$ cat src/hw/rtl/drskr_pkg.sv
// Shared types and constants for the dual-role shift key resolver
`timescale 1ns / 1ps
`default_nettype none

package drskr_pkg;

    // timer width default and configuration field widths
    localparam int TIME_BITS_DEFAULT = 16;
    localparam int CFG_TIME_W        = 16;
    localparam int APB_DATA_W        = 32;
    localparam int APB_ADDR_W        = 4;
    localparam int REG_IDX_W         = 2;

    // register reset values
    localparam logic [CFG_TIME_W-1:0] DELAY_RESET    = 16'd500;
    localparam logic [CFG_TIME_W-1:0] INTERVAL_RESET = 16'd40;

    // register indexes
    localparam logic [REG_IDX_W-1:0] REG_DELAY    = 2'd0;
    localparam logic [REG_IDX_W-1:0] REG_INTERVAL = 2'd1;
    localparam logic [REG_IDX_W-1:0] REG_BSP_REP  = 2'd2;
    localparam logic [REG_IDX_W-1:0] REG_QUO_REP  = 2'd3;

    // input operation codes
    localparam logic OP_KEY  = 1'b0;
    localparam logic OP_TICK = 1'b1;

    // key classes
    typedef enum logic [1:0] {
        KEY_BSP     = 2'd0,
        KEY_QUO     = 2'd1,
        KEY_ORD     = 2'd2,
        KEY_SPECIAL = 2'd3
    } key_class_t;

    // result actions
    typedef enum logic [2:0] {
        ACT_NONE     = 3'd0,
        ACT_TAP_BSP  = 3'd1,
        ACT_TAP_QUO  = 3'd2,
        ACT_TAP_SQUO = 3'd3,
        ACT_LSFT_DN  = 3'd4,
        ACT_LSFT_UP  = 3'd5,
        ACT_RSFT_DN  = 3'd6,
        ACT_RSFT_UP  = 3'd7
    } action_t;

    // configuration as seen by the core
    typedef struct packed {
        logic [CFG_TIME_W-1:0] repeat_delay_ms;
        logic [CFG_TIME_W-1:0] repeat_interval_ms;
        logic                  backspace_repeat_enable;
        logic                  quote_repeat_enable;
    } cfg_t;

    // one or two results of an item, handed to the output stage
    typedef struct packed {
        action_t act0;
        action_t act1;
        logic    two;
        logic    pass;
    } pair_t;

endpackage

`default_nettype wire

$ cat src/hw/rtl/drskr_if.sv
// Valid/ready channel interfaces for key items and result beats
`timescale 1ns / 1ps
`default_nettype none

interface drskr_in_if;
    logic                    valid;
    logic                    ready;
    logic                    op;
    drskr_pkg::key_class_t   key_class;
    logic                    pressed;
    logic                    host_shift;

    modport source (output valid, op, key_class, pressed, host_shift, input ready);
    modport sink   (input valid, op, key_class, pressed, host_shift, output ready);
endinterface

interface drskr_out_if;
    logic                  valid;
    logic                  ready;
    drskr_pkg::action_t    action;
    logic                  pass_through;
    logic                  last;

    modport source (output valid, action, pass_through, last, input ready);
    modport sink   (input valid, action, pass_through, last, output ready);
endinterface

`default_nettype wire

$ cat src/hw/rtl/drskr_cfg.sv
// APB-style configuration registers
`timescale 1ns / 1ps
`default_nettype none

module drskr_cfg (
    input  wire logic                              clk,
    input  wire logic                              rst_n,
    input  wire logic                              psel,
    input  wire logic                              penable,
    input  wire logic                              pwrite,
    input  wire logic [drskr_pkg::APB_ADDR_W-1:0]  paddr,
    input  wire logic [drskr_pkg::APB_DATA_W-1:0]  pwdata,
    output logic      [drskr_pkg::APB_DATA_W-1:0]  prdata,
    output logic                                   pready,
    output drskr_pkg::cfg_t                        cfg
);
    import drskr_pkg::*;

    logic [CFG_TIME_W-1:0] delay_reg;
    logic [CFG_TIME_W-1:0] interval_reg;
    logic                  bsp_rep_reg;
    logic                  quo_rep_reg;
    logic [REG_IDX_W-1:0]  idx;
    logic                  wr_en;

    assign pready = 1'b1;
    assign idx    = paddr[APB_ADDR_W-1:2];
    assign wr_en  = psel && penable && pwrite && pready;

    // register writes
    always_ff @(posedge clk or negedge rst_n)
    begin
        if (!rst_n)
        begin
            delay_reg    <= DELAY_RESET;
            interval_reg <= INTERVAL_RESET;
            bsp_rep_reg  <= 1'b1;
            quo_rep_reg  <= 1'b0;
        end
        else if (wr_en)
        begin
            unique case (idx)
                REG_DELAY:    delay_reg    <= pwdata[CFG_TIME_W-1:0];
                REG_INTERVAL: interval_reg <= pwdata[CFG_TIME_W-1:0];
                REG_BSP_REP:  bsp_rep_reg  <= pwdata[0];
                REG_QUO_REP:  quo_rep_reg  <= pwdata[0];
                default:      ;
            endcase
        end
    end

    // read-back
    always_comb
    begin
        prdata = '0;
        unique case (idx)
            REG_DELAY:    prdata[CFG_TIME_W-1:0] = delay_reg;
            REG_INTERVAL: prdata[CFG_TIME_W-1:0] = interval_reg;
            REG_BSP_REP:  prdata[0] = bsp_rep_reg;
            REG_QUO_REP:  prdata[0] = quo_rep_reg;
            default:      prdata = '0;
        endcase
    end

    assign cfg.repeat_delay_ms         = delay_reg;
    assign cfg.repeat_interval_ms      = interval_reg;
    assign cfg.backspace_repeat_enable = bsp_rep_reg;
    assign cfg.quote_repeat_enable     = quo_rep_reg;

endmodule

`default_nettype wire

$ cat src/hw/rtl/drskr_core.sv
// Key state, repeat timers and result decision for one input beat
`timescale 1ns / 1ps
`default_nettype none

module drskr_core #(
    parameter int TIME_BITS = drskr_pkg::TIME_BITS_DEFAULT
) (
    input  wire logic            clk,
    input  wire logic            rst_n,
    drskr_in_if.sink             in_ch,
    input  wire logic            in_free,
    input  wire drskr_pkg::cfg_t cfg,
    output logic                 pair_load,
    output drskr_pkg::pair_t     pair
);
    import drskr_pkg::*;

    localparam int CmpW = (TIME_BITS > CFG_TIME_W) ? TIME_BITS : CFG_TIME_W;

    logic                 bsp_held_reg, bsp_held_next;
    logic                 bsp_shift_reg, bsp_shift_next;
    logic [TIME_BITS-1:0] bsp_time_reg, bsp_time_next;
    logic [TIME_BITS-1:0] bsp_rep_reg, bsp_rep_next;
    logic                 quo_held_reg, quo_held_next;
    logic                 quo_shift_reg, quo_shift_next;
    logic [TIME_BITS-1:0] quo_time_reg, quo_time_next;
    logic [TIME_BITS-1:0] quo_rep_reg, quo_rep_next;
    logic                 quo_sap_reg, quo_sap_next;
    logic [1:0]           vsc_reg, vsc_next;

    logic                 accept;
    logic [1:0]           cnt;
    action_t              act0;
    action_t              act1;

    assign accept = in_ch.valid && in_free;

    function automatic logic [TIME_BITS-1:0] time_inc(input logic [TIME_BITS-1:0] t);
        time_inc = (t == {TIME_BITS{1'b1}}) ? t : t + TIME_BITS'(1);
    endfunction

    // next state and results of the beat
    always_comb
    begin
        bsp_held_next  = bsp_held_reg;
        bsp_shift_next = bsp_shift_reg;
        bsp_time_next  = bsp_time_reg;
        bsp_rep_next   = bsp_rep_reg;
        quo_held_next  = quo_held_reg;
        quo_shift_next = quo_shift_reg;
        quo_time_next  = quo_time_reg;
        quo_rep_next   = quo_rep_reg;
        quo_sap_next   = quo_sap_reg;
        vsc_next       = vsc_reg;
        cnt            = 2'd0;
        act0           = ACT_NONE;
        act1           = ACT_NONE;

        if (in_ch.op == OP_TICK)
        begin
            // advance timers, then repeat taps
            bsp_time_next = time_inc(bsp_time_reg);
            bsp_rep_next  = time_inc(bsp_rep_reg);
            quo_time_next = time_inc(quo_time_reg);
            quo_rep_next  = time_inc(quo_rep_reg);
            if (cfg.backspace_repeat_enable && bsp_held_reg && !bsp_shift_reg &&
                CmpW'(bsp_time_next) > CmpW'(cfg.repeat_delay_ms) &&
                CmpW'(bsp_rep_next) > CmpW'(cfg.repeat_interval_ms))
            begin
                act0         = ACT_TAP_BSP;
                cnt          = 2'd1;
                bsp_rep_next = '0;
            end
            if (cfg.quote_repeat_enable && quo_held_reg && !quo_shift_reg &&
                CmpW'(quo_time_next) > CmpW'(cfg.repeat_delay_ms) &&
                CmpW'(quo_rep_next) > CmpW'(cfg.repeat_interval_ms))
            begin
                if (cnt == 2'd0)
                    act0 = ACT_TAP_QUO;
                else
                    act1 = ACT_TAP_QUO;
                cnt          = cnt + 2'd1;
                quo_rep_next = '0;
            end
        end
        else
        begin
            // backspace-shift key, or a press that resolves it to left shift
            if (in_ch.key_class == KEY_BSP)
            begin
                if (in_ch.pressed)
                begin
                    bsp_held_next  = 1'b1;
                    bsp_shift_next = 1'b0;
                    bsp_time_next  = '0;
                    bsp_rep_next   = '0;
                end
                else
                begin
                    if (bsp_shift_reg)
                    begin
                        act0 = ACT_LSFT_UP;
                        if (vsc_next != 2'd0)
                            vsc_next = vsc_next - 2'd1;
                    end
                    else
                    begin
                        act0 = ACT_TAP_BSP;
                    end
                    cnt           = 2'd1;
                    bsp_held_next = 1'b0;
                end
            end
            else if (in_ch.pressed && bsp_held_reg && !bsp_shift_reg)
            begin
                act0           = ACT_LSFT_DN;
                cnt            = 2'd1;
                if (vsc_next != 2'd3)
                    vsc_next = vsc_next + 2'd1;
                bsp_shift_next = 1'b1;
            end

            // quote-shift key, or a press that resolves it to right shift
            if (in_ch.key_class == KEY_QUO)
            begin
                if (in_ch.pressed)
                begin
                    quo_held_next  = 1'b1;
                    quo_shift_next = 1'b0;
                    quo_time_next  = '0;
                    quo_rep_next   = '0;
                    quo_sap_next   = (vsc_next != 2'd0);
                end
                else
                begin
                    if (quo_shift_reg)
                    begin
                        act1 = ACT_RSFT_UP;
                        if (vsc_next != 2'd0)
                            vsc_next = vsc_next - 2'd1;
                    end
                    else if (!in_ch.host_shift && quo_sap_reg)
                    begin
                        act1 = ACT_TAP_SQUO;
                    end
                    else
                    begin
                        act1 = ACT_TAP_QUO;
                    end
                    cnt           = cnt + 2'd1;
                    quo_held_next = 1'b0;
                end
            end
            else if ((in_ch.key_class == KEY_BSP || in_ch.key_class == KEY_ORD) &&
                     in_ch.pressed && quo_held_reg && !quo_shift_reg)
            begin
                act1           = ACT_RSFT_DN;
                cnt            = cnt + 2'd1;
                if (vsc_next != 2'd3)
                    vsc_next = vsc_next + 2'd1;
                quo_shift_next = 1'b1;
            end

            // compact the quote result into the first slot when it stands alone
            if (cnt == 2'd1 && act0 == ACT_NONE)
            begin
                act0 = act1;
                act1 = ACT_NONE;
            end
            if (cnt == 2'd0)
                cnt = 2'd1;
        end
    end

    // key and timer state
    always_ff @(posedge clk or negedge rst_n)
    begin
        if (!rst_n)
        begin
            bsp_held_reg  <= 1'b0;
            bsp_shift_reg <= 1'b0;
            bsp_time_reg  <= '0;
            bsp_rep_reg   <= '0;
            quo_held_reg  <= 1'b0;
            quo_shift_reg <= 1'b0;
            quo_time_reg  <= '0;
            quo_rep_reg   <= '0;
            quo_sap_reg   <= 1'b0;
            vsc_reg       <= 2'd0;
        end
        else if (accept)
        begin
            bsp_held_reg  <= bsp_held_next;
            bsp_shift_reg <= bsp_shift_next;
            bsp_time_reg  <= bsp_time_next;
            bsp_rep_reg   <= bsp_rep_next;
            quo_held_reg  <= quo_held_next;
            quo_shift_reg <= quo_shift_next;
            quo_time_reg  <= quo_time_next;
            quo_rep_reg   <= quo_rep_next;
            quo_sap_reg   <= quo_sap_next;
            vsc_reg       <= vsc_next;
        end
    end

    // results handed to the output stage
    assign pair_load = accept && (cnt != 2'd0);
    assign pair.act0 = act0;
    assign pair.act1 = act1;
    assign pair.two  = (cnt == 2'd2);
    assign pair.pass = (in_ch.op == OP_KEY) && (in_ch.key_class == KEY_ORD);

endmodule

`default_nettype wire

$ cat src/hw/rtl/drskr_out.sv
// Result register that sends one or two result beats per item
`timescale 1ns / 1ps
`default_nettype none

module drskr_out (
    input  wire logic             clk,
    input  wire logic             rst_n,
    input  wire logic             pair_load,
    input  wire drskr_pkg::pair_t pair,
    output logic                  free,
    drskr_out_if.source           out_ch
);
    import drskr_pkg::*;

    logic  valid_reg;
    logic  idx_reg;
    pair_t pair_reg;
    logic  last_beat;
    logic  beat_done;

    assign last_beat = !pair_reg.two || idx_reg;
    assign beat_done = valid_reg && out_ch.ready;
    assign free      = !valid_reg || (out_ch.ready && last_beat);

    // control: occupancy and beat index
    always_ff @(posedge clk or negedge rst_n)
    begin
        if (!rst_n)
        begin
            valid_reg <= 1'b0;
            idx_reg   <= 1'b0;
        end
        else if (pair_load)
        begin
            valid_reg <= 1'b1;
            idx_reg   <= 1'b0;
        end
        else if (beat_done)
        begin
            if (last_beat)
                valid_reg <= 1'b0;
            else
                idx_reg <= 1'b1;
        end
    end

    // payload
    always_ff @(posedge clk)
    begin
        if (pair_load)
            pair_reg <= pair;
    end

    assign out_ch.valid        = valid_reg;
    assign out_ch.action       = idx_reg ? pair_reg.act1 : pair_reg.act0;
    assign out_ch.pass_through = pair_reg.pass;
    assign out_ch.last         = last_beat;

endmodule

`default_nettype wire

$ cat src/hw/rtl/dual_role_shift_key_resolver.sv
// Top level of the dual-role shift key resolver
// The first result beat is presented in the cycle after the item is accepted.
// Throughput: one item per cycle when it gives one result and the receiver is ready; the
// result register sends one beat a cycle while ready and frees as its last beat goes.
// Ticks that give no result occupy no output slot.
// Reset: rst_n clears key state, timers and the result register; registers take defaults.
`timescale 1ns / 1ps
`default_nettype none

module dual_role_shift_key_resolver #(
    parameter int TIME_BITS = drskr_pkg::TIME_BITS_DEFAULT
) (
    input  wire logic                              clk,
    input  wire logic                              rst_n,
    input  wire logic                              psel,
    input  wire logic                              penable,
    input  wire logic                              pwrite,
    input  wire logic [drskr_pkg::APB_ADDR_W-1:0]  paddr,
    input  wire logic [drskr_pkg::APB_DATA_W-1:0]  pwdata,
    output logic      [drskr_pkg::APB_DATA_W-1:0]  prdata,
    output logic                                   pready,
    drskr_in_if.sink                               in_ch,
    drskr_out_if.source                            out_ch
);
    import drskr_pkg::*;

    cfg_t  cfg;
    pair_t pair;
    logic  pair_load;
    logic  free;

    // configuration registers
    drskr_cfg u_cfg (
        .clk     (clk),
        .rst_n   (rst_n),
        .psel    (psel),
        .penable (penable),
        .pwrite  (pwrite),
        .paddr   (paddr),
        .pwdata  (pwdata),
        .prdata  (prdata),
        .pready  (pready),
        .cfg     (cfg)
    );

    // input beat accepted whenever the result register can take its results
    assign in_ch.ready = free;

    drskr_core #(
        .TIME_BITS (TIME_BITS)
    ) u_core (
        .clk       (clk),
        .rst_n     (rst_n),
        .in_ch     (in_ch),
        .in_free   (free),
        .cfg       (cfg),
        .pair_load (pair_load),
        .pair      (pair)
    );

    drskr_out u_out (
        .clk       (clk),
        .rst_n     (rst_n),
        .pair_load (pair_load),
        .pair      (pair),
        .free      (free),
        .out_ch    (out_ch)
    );

endmodule

`default_nettype wire

$ cat src/flat_wrapper.sv
// flat-port wrapper written by rule: the top's interface ports become plain ports
module dual_role_shift_key_resolver_flat import drskr_pkg::*;
#(
    parameter int TIME_BITS = drskr_pkg::TIME_BITS_DEFAULT
)
  (clk, rst_n, psel, penable, pwrite, paddr, pwdata, prdata, pready, in_ch_valid, in_ch_op, in_ch_key_class, in_ch_pressed, in_ch_host_shift, in_ch_ready, out_ch_valid, out_ch_action, out_ch_pass_through, out_ch_last, out_ch_ready);
  drskr_in_if in_ch_i ();
  drskr_out_if out_ch_i ();
  input  wire logic clk;
  input  wire logic rst_n;
  input  wire logic psel;
  input  wire logic penable;
  input  wire logic pwrite;
  input  wire logic [drskr_pkg::APB_ADDR_W-1:0] paddr;
  input  wire logic [drskr_pkg::APB_DATA_W-1:0] pwdata;
  output logic      [drskr_pkg::APB_DATA_W-1:0] prdata;
  output logic pready;
  input wire logic [$bits(in_ch_i.valid)-1:0] in_ch_valid;
  input wire logic [$bits(in_ch_i.op)-1:0] in_ch_op;
  input wire logic [$bits(in_ch_i.key_class)-1:0] in_ch_key_class;
  input wire logic [$bits(in_ch_i.pressed)-1:0] in_ch_pressed;
  input wire logic [$bits(in_ch_i.host_shift)-1:0] in_ch_host_shift;
  output wire logic [$bits(in_ch_i.ready)-1:0] in_ch_ready;
  output wire logic [$bits(out_ch_i.valid)-1:0] out_ch_valid;
  output wire logic [$bits(out_ch_i.action)-1:0] out_ch_action;
  output wire logic [$bits(out_ch_i.pass_through)-1:0] out_ch_pass_through;
  output wire logic [$bits(out_ch_i.last)-1:0] out_ch_last;
  input wire logic [$bits(out_ch_i.ready)-1:0] out_ch_ready;
  assign in_ch_i.valid = in_ch_valid;
  assign in_ch_i.op = in_ch_op;
  assign in_ch_i.key_class = in_ch_key_class;
  assign in_ch_i.pressed = in_ch_pressed;
  assign in_ch_i.host_shift = in_ch_host_shift;
  assign in_ch_ready = in_ch_i.ready;
  assign out_ch_valid = out_ch_i.valid;
  assign out_ch_action = out_ch_i.action;
  assign out_ch_pass_through = out_ch_i.pass_through;
  assign out_ch_last = out_ch_i.last;
  assign out_ch_i.ready = out_ch_ready;
  dual_role_shift_key_resolver #(.TIME_BITS(TIME_BITS)) u_core (.clk(clk), .rst_n(rst_n), .psel(psel), .penable(penable), .pwrite(pwrite), .paddr(paddr), .pwdata(pwdata), .prdata(prdata), .pready(pready), .in_ch(in_ch_i), .out_ch(out_ch_i));
endmodule
$ cat config.mk
export PLATFORM = sky130hd
export DESIGN_NAME = dual_role_shift_key_resolver_flat
export DESIGN_NICKNAME = d
export VERILOG_FILES = /design/src/hw/rtl/drskr_pkg.sv /design/src/hw/rtl/drskr_if.sv /design/src/hw/rtl/drskr_cfg.sv /design/src/hw/rtl/drskr_core.sv /design/src/hw/rtl/drskr_out.sv /design/src/hw/rtl/dual_role_shift_key_resolver.sv /design/src/flat_wrapper.sv
export SDC_FILE = /design/constraint.sdc
export NUM_CORES = 1
export LEC_CHECK = 0
export BUFFER_PORTS_ARGS = -buffer_cell sky130_fd_sc_hd__clkbuf_2
export CORE_MARGIN = 4
export CORE_UTILIZATION = 45
export DETAILED_ROUTE_END_ITERATION = 8
export GPL_TIMING_DRIVEN = 0
export PLACE_DENSITY = 0.66
export SLEW_MARGIN = 0
export SYNTH_ARGS = -nofsm -noshare
export SYNTH_HDL_FRONTEND = slang
export SYNTH_SLANG_ARGS = --single-unit
$ cat constraint.sdc
create_clock -name clk -period 4.7 [get_ports clk]
set_clock_uncertainty 0.2 [all_clocks]
set_input_delay 0.94 -clock clk [delete_from_list [all_inputs] [get_ports clk]]
set_output_delay 0.94 -clock clk [all_outputs]
set_load 0.005 [all_outputs]
==> Word level (Yosys, flattened, before mapping) <==
Cells that the tools add are included.
{ "word_totals": {"regBits": 115, "latch_bits": 0, "ramBits": 0, "rom_bits": 0, "in_bits": 48, "output_inout_bits": 40, "word_cells": 183, "memories": 0} }
{ "op_classes": {"addsub": 10, "n_mul": 0, "div": 0, "order_cmp": 4, "eq_ne": 16, "shifts": 0, "n_mux": 73, "bitwise_logic": 1, "reduce_logical": 59} }
{ "op_table": {"columns": ["cell", "n"], "rows": [
  ["$mux W16", 13],
  ["$add A16 B1 Y16 const B", 4],
  ["$eq A16 B16 Y1 const B", 4],
  ["$gt A16 B16 Y1", 4],
  ["$mux W2", 25],
  ["$mux W3", 16],
  ["$pmux W15 S2", 1],
  ["$logic_and A1 B1 Y1", 22],
  ["$reduce_bool A2 Y1", 10],
  ["$mux W1", 17],
  ["$reduce_and A2 Y1", 7],
  ["$reduce_and A3 Y1", 4],
  ["$reduce_and A4 Y1", 3],
  ["$ne A2 B2 Y1 const B", 5],
  ["$add A2 B1 Y2 const B", 4],
  ["$eq A2 B2 Y1 const B", 4],
  ["$logic_not A2 Y1", 4],
  ["$eq A2 B1 Y1 const B", 3],
  ["$logic_not A1 Y1", 5],
  ["$pmux W1 S4", 1],
  ["$sub A2 B1 Y2 const B", 2],
  ["$logic_not A3 Y1", 1],
  ["$logic_or A1 B1 Y1", 3],
  ["$not A1 Y1", 1]
]} }

==> Logic depth before layout (Yosys ltp) <==
{ "depth": {"word_depth": 16, "ltp_mapped": 20, "mapped_depth_nobuf": 17} }

==> Worst setup path before layout <==
No wires, ideal clock.
{ "synth_path": {"kind": "reg2reg", "start": "reg u_core.u_core.quo_rep_reg[0]", "end": "reg u_core.u_out.pair_reg (netlist bit u_core.u_out.out_ch.pass_through), enable pin", "setup_time_ns": 0.381, "t_arrival_ns": 4.523, "setup_slack_ns": -0.404, "path_stages_with_launch": 19, "n_path_buf": 3, "synth_period_minus_slack_ns": 5.104, "cell_sequence": "dfrtp_1 > ha_1 > nand3_1 > nor3_1 > and3_1 > clkbuf_1 > nor4_1 > or2_2 > ha_1 > nand4_1 > nor2_1 > a221o_1 > o31ai_1 > or2_2 > clkbuf_1 > buf_2 > inv_1 > ha_1 > a31oi_1"} }
{ "synth_between": {"elab_chain_len": 8, "elab_cells_between_ends": 9, "classes_between": "add/sub (1); order compare (1); eq/ne (1); mux (3); reduce/logical (3)"} }
{ "synth_rtl": {"columns": ["item", "line", "text"], "rows": [
  ["from (decl)", "drskr_core.sv:27", "logic [TIME_BITS-1:0] quo_rep_reg, quo_rep_next;"],
  ["from (signal assigned)", "drskr_core.sv:200", "quo_rep_reg <= quo_rep_next;"],
  ["$add A16 B1 Y16 / $eq A16 B16 Y1 (equally long branches)", "drskr_core.sv:39", "time_inc = (t == {TIME_BITS{1'b1}}) ? t : t + TIME_BITS'(1);"],
  ["$mux W16 (*)", "drskr_core.sv:39", null],
  ["$gt A16 B16 Y1 (*)", "drskr_core.sv:76", "CmpW'(quo_rep_next) > CmpW'(cfg.repeat_interval_ms))"],
  ["$logic_and A1 B1 Y1 (*)", "drskr_core.sv:75", "CmpW'(quo_time_next) > CmpW'(cfg.repeat_delay_ms) &&"],
  ["$mux W2 (*)", "drskr_core.sv:74", "if (cfg.quote_repeat_enable && quo_held_reg && !quo_shift_reg &&"],
  ["$mux W2 (*)", "drskr_core.sv:59", "if (in_ch.op == OP_TICK)"],
  ["$reduce_bool A2 Y1 (*)", "drskr_core.sv:207", "assign pair_load = accept && (cnt != 2'd0);"],
  ["$logic_and A1 B1 Y1 (*)", "drskr_core.sv:207", null],
  ["via u_core.pair_load", "dual_role_shift_key_resolver.sv:29", "logic pair_load;"],
  ["to (signal assigned)", "drskr_out.sv:51", "pair_reg <= pair;"],
  ["to (decl)", "drskr_out.sv:17", "pair_t pair_reg;"]
]} }
The timed path passes the listed nets; every way through them passes the cells marked *.
A chain may end at the register's enable or synchronous reset.

==> Worst setup path in the final report <==
{ "layout_path": {"start": "reg u_core.u_core.bsp_rep_reg[0]", "end": "reg u_core.u_out.valid_reg, in the netlist u_core.u_out.out_ch.valid"} }
{ "layout_between": {"elab_chain_len": 13, "elab_cells_between_ends": 16, "classes_between": "add/sub (2); order compare (1); eq/ne (1); mux (6); reduce/logical (6)"} }
{ "layout_rtl": {"columns": ["item", "line", "text"], "rows": [
  ["from (decl)", "drskr_core.sv:23", "logic [TIME_BITS-1:0] bsp_rep_reg, bsp_rep_next;"],
  ["from (signal assigned)", "drskr_core.sv:196", "bsp_rep_reg <= bsp_rep_next;"],
  ["$add A16 B1 Y16 / $eq A16 B16 Y1 (equally long branches)", "drskr_core.sv:39", null],
  ["$mux W16 (*)", "drskr_core.sv:39", null],
  ["$gt A16 B16 Y1 (*)", "drskr_core.sv:68", "CmpW'(bsp_rep_next) > CmpW'(cfg.repeat_interval_ms))"],
  ["$logic_and A1 B1 Y1 (*)", "drskr_core.sv:67", "CmpW'(bsp_time_next) > CmpW'(cfg.repeat_delay_ms) &&"],
  ["$mux W1 (*)", "drskr_core.sv:66", "if (cfg.backspace_repeat_enable && bsp_held_reg && !bsp_shift_reg &&"],
  ["$mux W2 (*)", "drskr_core.sv:59", null],
  ["$add A2 B1 Y2", "drskr_core.sv:82", "cnt = cnt + 2'd1;"],
  ["$mux W2 (*)", "drskr_core.sv:74", null],
  ["$mux W2 (*)", "drskr_core.sv:59", null],
  ["$reduce_bool A2 Y1 (*)", "drskr_core.sv:207", null],
  ["$logic_and A1 B1 Y1 (*)", "drskr_core.sv:207", null],
  ["$reduce_bool A2 Y1 (no source line)", null, null],
  ["$reduce_and A2 Y1 (no source line)", null, null],
  ["to (signal assigned)", "drskr_out.sv:30", "valid_reg <= 1'b0;"],
  ["to (signal assigned)", "drskr_out.sv:35", "valid_reg <= 1'b1;"],
  ["to (signal assigned)", "drskr_out.sv:41", "valid_reg <= 1'b0;"],
  ["to (decl)", "drskr_out.sv:15", "logic valid_reg;"]
]} }
Mark *: on every way between the ends. The rest lies on a longest branch, timed or not. The select of a mux whose other input is x is not followed.

==> run metrics <==
status finished clean; Worst-Margin Slew 1370 ps; Worst Hold Slack 284 ps; Ys Warns 0; DRT Wirelength 24200 um; Critical Path Start Type register; WP data required 4810 ps; Post-Syn Area 8390 um^2; NumNets Final 1177; setup TNS 0 ps; Synth Instances 956; DRT antenna net count 0; Crit path largest cell delay 460 ps; # DRC 0; Wirelength per Cell 18.6 um; antenna diode count 0; Vias/cell 5.87; Seq/Total Area, Yosys 34.9%; Main synth FF type dfrtp_1; CTS Sinks 115; R2R depth 19; final setup fails 0; r2r endpoint u_core.u_out.out_ch.valid; Worst-path clk slew 60 ps; GPL Wtd Cong 0.929; P&R area growth vs syn 19.8%; period utilization 96.3%; Hold Crit Depth 1; Worst Hold Launch u_core.u_core.quo_time_reg[9]; die footprint 20900 um^2; Seq cells post-synth 115; Worst VDD drop 271 uV; Core Region 18100 um^2; initial core utilization 46.3%; number of distinct library cells after synthesis 75; total grt overflow 0; row count 49; cts bufs inserted 17; Post-Route Utilization 55.4%; f_max 221 MHz; PD cells 366 nW/um^2; RR Startpoint u_core.u_core.bsp_rep_reg[0]; Mean Syn Cell Area 8.78 um^2; largest net degree at the start of global routing 108; global-route wire length before repair 37400 um; max-slew violations 0; Initial DRT Pass Iterations 5; R2R setup slack 170 ps; drt first-iter violations 478; Hold Vio Cnt, Final 0; vias in the first global route 7005; I/O pins 88; WHS Endpoint u_core.u_core.quo_time_reg[9]; die height 145 um; via count 7622; cts hold-fix bufs 0; latest clock arrival within the worst-skew pair 430 ps; overall power 3.69 mW; worst-path cell chain ha_4, and3_4, or4b_4, buf_6, or2_1, buf_6, mux2_4, ha_1, nor2b_1, o211ai_1, a21oi_2, o31ai_2, a211oi_2, clkbuf_8, buf_4, ha_1, inv_2, a31oi_4, or2_4; critical path data arrival time 4640 ps; root buffer cell clkbuf_16; Max-Cap Viols 0; post-DP HPWL 17600 um; Hold Path Class reg -> reg; CP Capture Type register; critical path class reg -> reg; share of cells above drive strength 1 21.1%; CP max stage cell or4b_4; Die W 145 um; Global Route Usage Sum 23.2%; initial antenna violation count 0; post-synthesis async set-or-reset flop share 93.0%; crit-path max FO 9; Worst slew margin 8.33%; EDFF count, synth 8; clk buf depth 2; CTS tree yes; Clock H-tree levels 4; # port buffers 49; minimum clock period 4530 ps; P_leak 4.49 nW
## repair_timing
item,in CTS,in global routing
resized for setup,33,29
buffers inserted,7,13
hold endpoints to repair,0,0
gates cloned,1,0
endpoints found under the setup margin,22,12
pin swaps,8,15
## power by group
part	switching (mW)	internal, mW	total [mW]	leakage, nW
clock network	0.492	0.884	1.38	0.302
logic	0.596	0.427	1.02	2.72
registers	0.131	1.15	1.29	1.46
## layout by cell type, fill, tap and decap left out, drive strengths merged, types with 7 or more instances in the layout
cell	instances
nand2b	9
o21a	9
inv	60
nor2b	10
conb	17
mux2i	18
ha	72
nor2	60
a21oi	61
a21o	11
and3	11
xnor2	33
a32o	14
edfxtp	8
a31oi	20
o211ai	9
o22ai	7
or3	7
clkbuf	95
dfstp	9
o21ai	68
buf	53
mux2	32
dfrtp	98
nand2	100
nor3	16
nand4	27
nand3	40
a22o	7
or2	7
## worst max-delay path, delay by kind of cell, from the launching register on
family,cells,cell delay (ps)
and+or+nand+nor,5,1270
DFF,1,410
buffers and inverters,5,720
adders and majority gates,3,650
muxes,1,300
AOI/OAI and AO/OA,5,870
## cells in the mapped netlist (7+ instances only)
| cell | n | area share [%] |
|---|---|---|
| o21a_1 | 9 | 0.80 |
| nand4_1 | 26 | 1.9 |
| clkbuf_1 | 26 | 1.2 |
| dfstp_2 | 9 | 2.8 |
| nand3_1 | 39 | 2.3 |
| nor2b_1 | 10 | 0.75 |
| nor3_1 | 15 | 0.89 |
| nand2_1 | 100 | 4.5 |
| dfrtp_1 | 98 | 29 |
| o22ai_1 | 7 | 0.52 |
| and3_1 | 10 | 0.75 |
| nor2_1 | 60 | 2.7 |
| buf_2 | 11 | 0.66 |
| edfxtp_1 | 8 | 2.9 |
| nand2b_1 | 9 | 0.67 |
| a21o_1 | 11 | 0.98 |
| buf_4 | 19 | 1.7 |
| o211ai_1 | 9 | 0.80 |
| inv_1 | 60 | 2.7 |
| xnor2_1 | 33 | 3.4 |
| a22o_1 | 7 | 0.73 |
| a32o_1 | 14 | 1.7 |
| mux2_2 | 31 | 4.2 |
| a21oi_1 | 60 | 3.6 |
| ha_1 | 72 | 11 |
| o21ai_0 | 63 | 3.8 |
| or3_1 | 7 | 0.52 |
| mux2i_1 | 18 | 2.1 |
| a31oi_1 | 19 | 1.4 |
## stage by stage
| stage | cells | area, um^2 | setup WS [ps] |
|---|---|---|---|
| 4_1_cts | 1288 | 9850 | 21.6 |
| 3_3_place_gp | 1249 | 9000 | -1070 |
| 2_1_floorplan | 971 | 8470 | 28.5 |
| 6_report | 1299 | 10100 | 172 |
| 5_1_grt | 1299 | 10100 | -16.2 |
| 3_5_place_dp | 1249 | 9010 | -1040 |
## worst max path at each step
stage | end | from | slack, ps
after floorplan | u_core.u_out.out_ch.pass_through | u_core.u_core.quo_rep_reg[0] | 30
after global placement | u_core.u_out.out_ch.pass_through | u_core.u_core.quo_time_reg[4] | -1070
after detailed placement | u_core.u_out.pair_reg[6] | u_core.u_core.quo_time_reg[4] | -1040
after CTS | u_core.u_out.out_ch.valid | u_core.u_core.bsp_rep_reg[0] | 20
after global routing | u_core.u_out.out_ch.valid | u_core.u_core.quo_time_reg[5] | -20
final | u_core.u_out.out_ch.valid | u_core.u_core.bsp_rep_reg[0] | 170
## routing by layer
| metal | wire [um] | vias up | track usage, % |
|---|---|---|---|
| met5 | 0 | - | 0 |
| met4 | 550 | 0 | 7.02 |
| met3 | 1210 | 41 | 4.73 |
| met2 | 11500 | 197 | 38.0 |
| met1 | 10900 | 3734 | 31.0 |
| li1 | - | 3650 | - |
## area by class of cell
type                            instances  area (um^2)
Fill cell                            1634         8090
Multi-Input combinational cell        736         5240
Sequential cell                       115         2930
Clock buffer                           22          484
Timing Repair Buffer                   69          404
Buffer                                 57          344
Tap cell                              229          287
Inverter                               61          231
Clock inverter                         10          130
## cells by family (layout without fill, tap and decap cells)
family / count (synthesis) / count (layout) / share of synthesized area [%]
buf+inv: 121 / 219 / 6.53
other cells: 2 / 17 / 0.0895
simple gates: 318 / 318 / 18.8
fa+ha+maj: 72 / 72 / 10.7
flops: 115 / 115 / 34.9
compound gates: 240 / 241 / 18.3
xor+xnor: 37 / 37 / 3.86
mux: 51 / 51 / 6.75
Note: power is estimated with default switching activity, not from simulation.
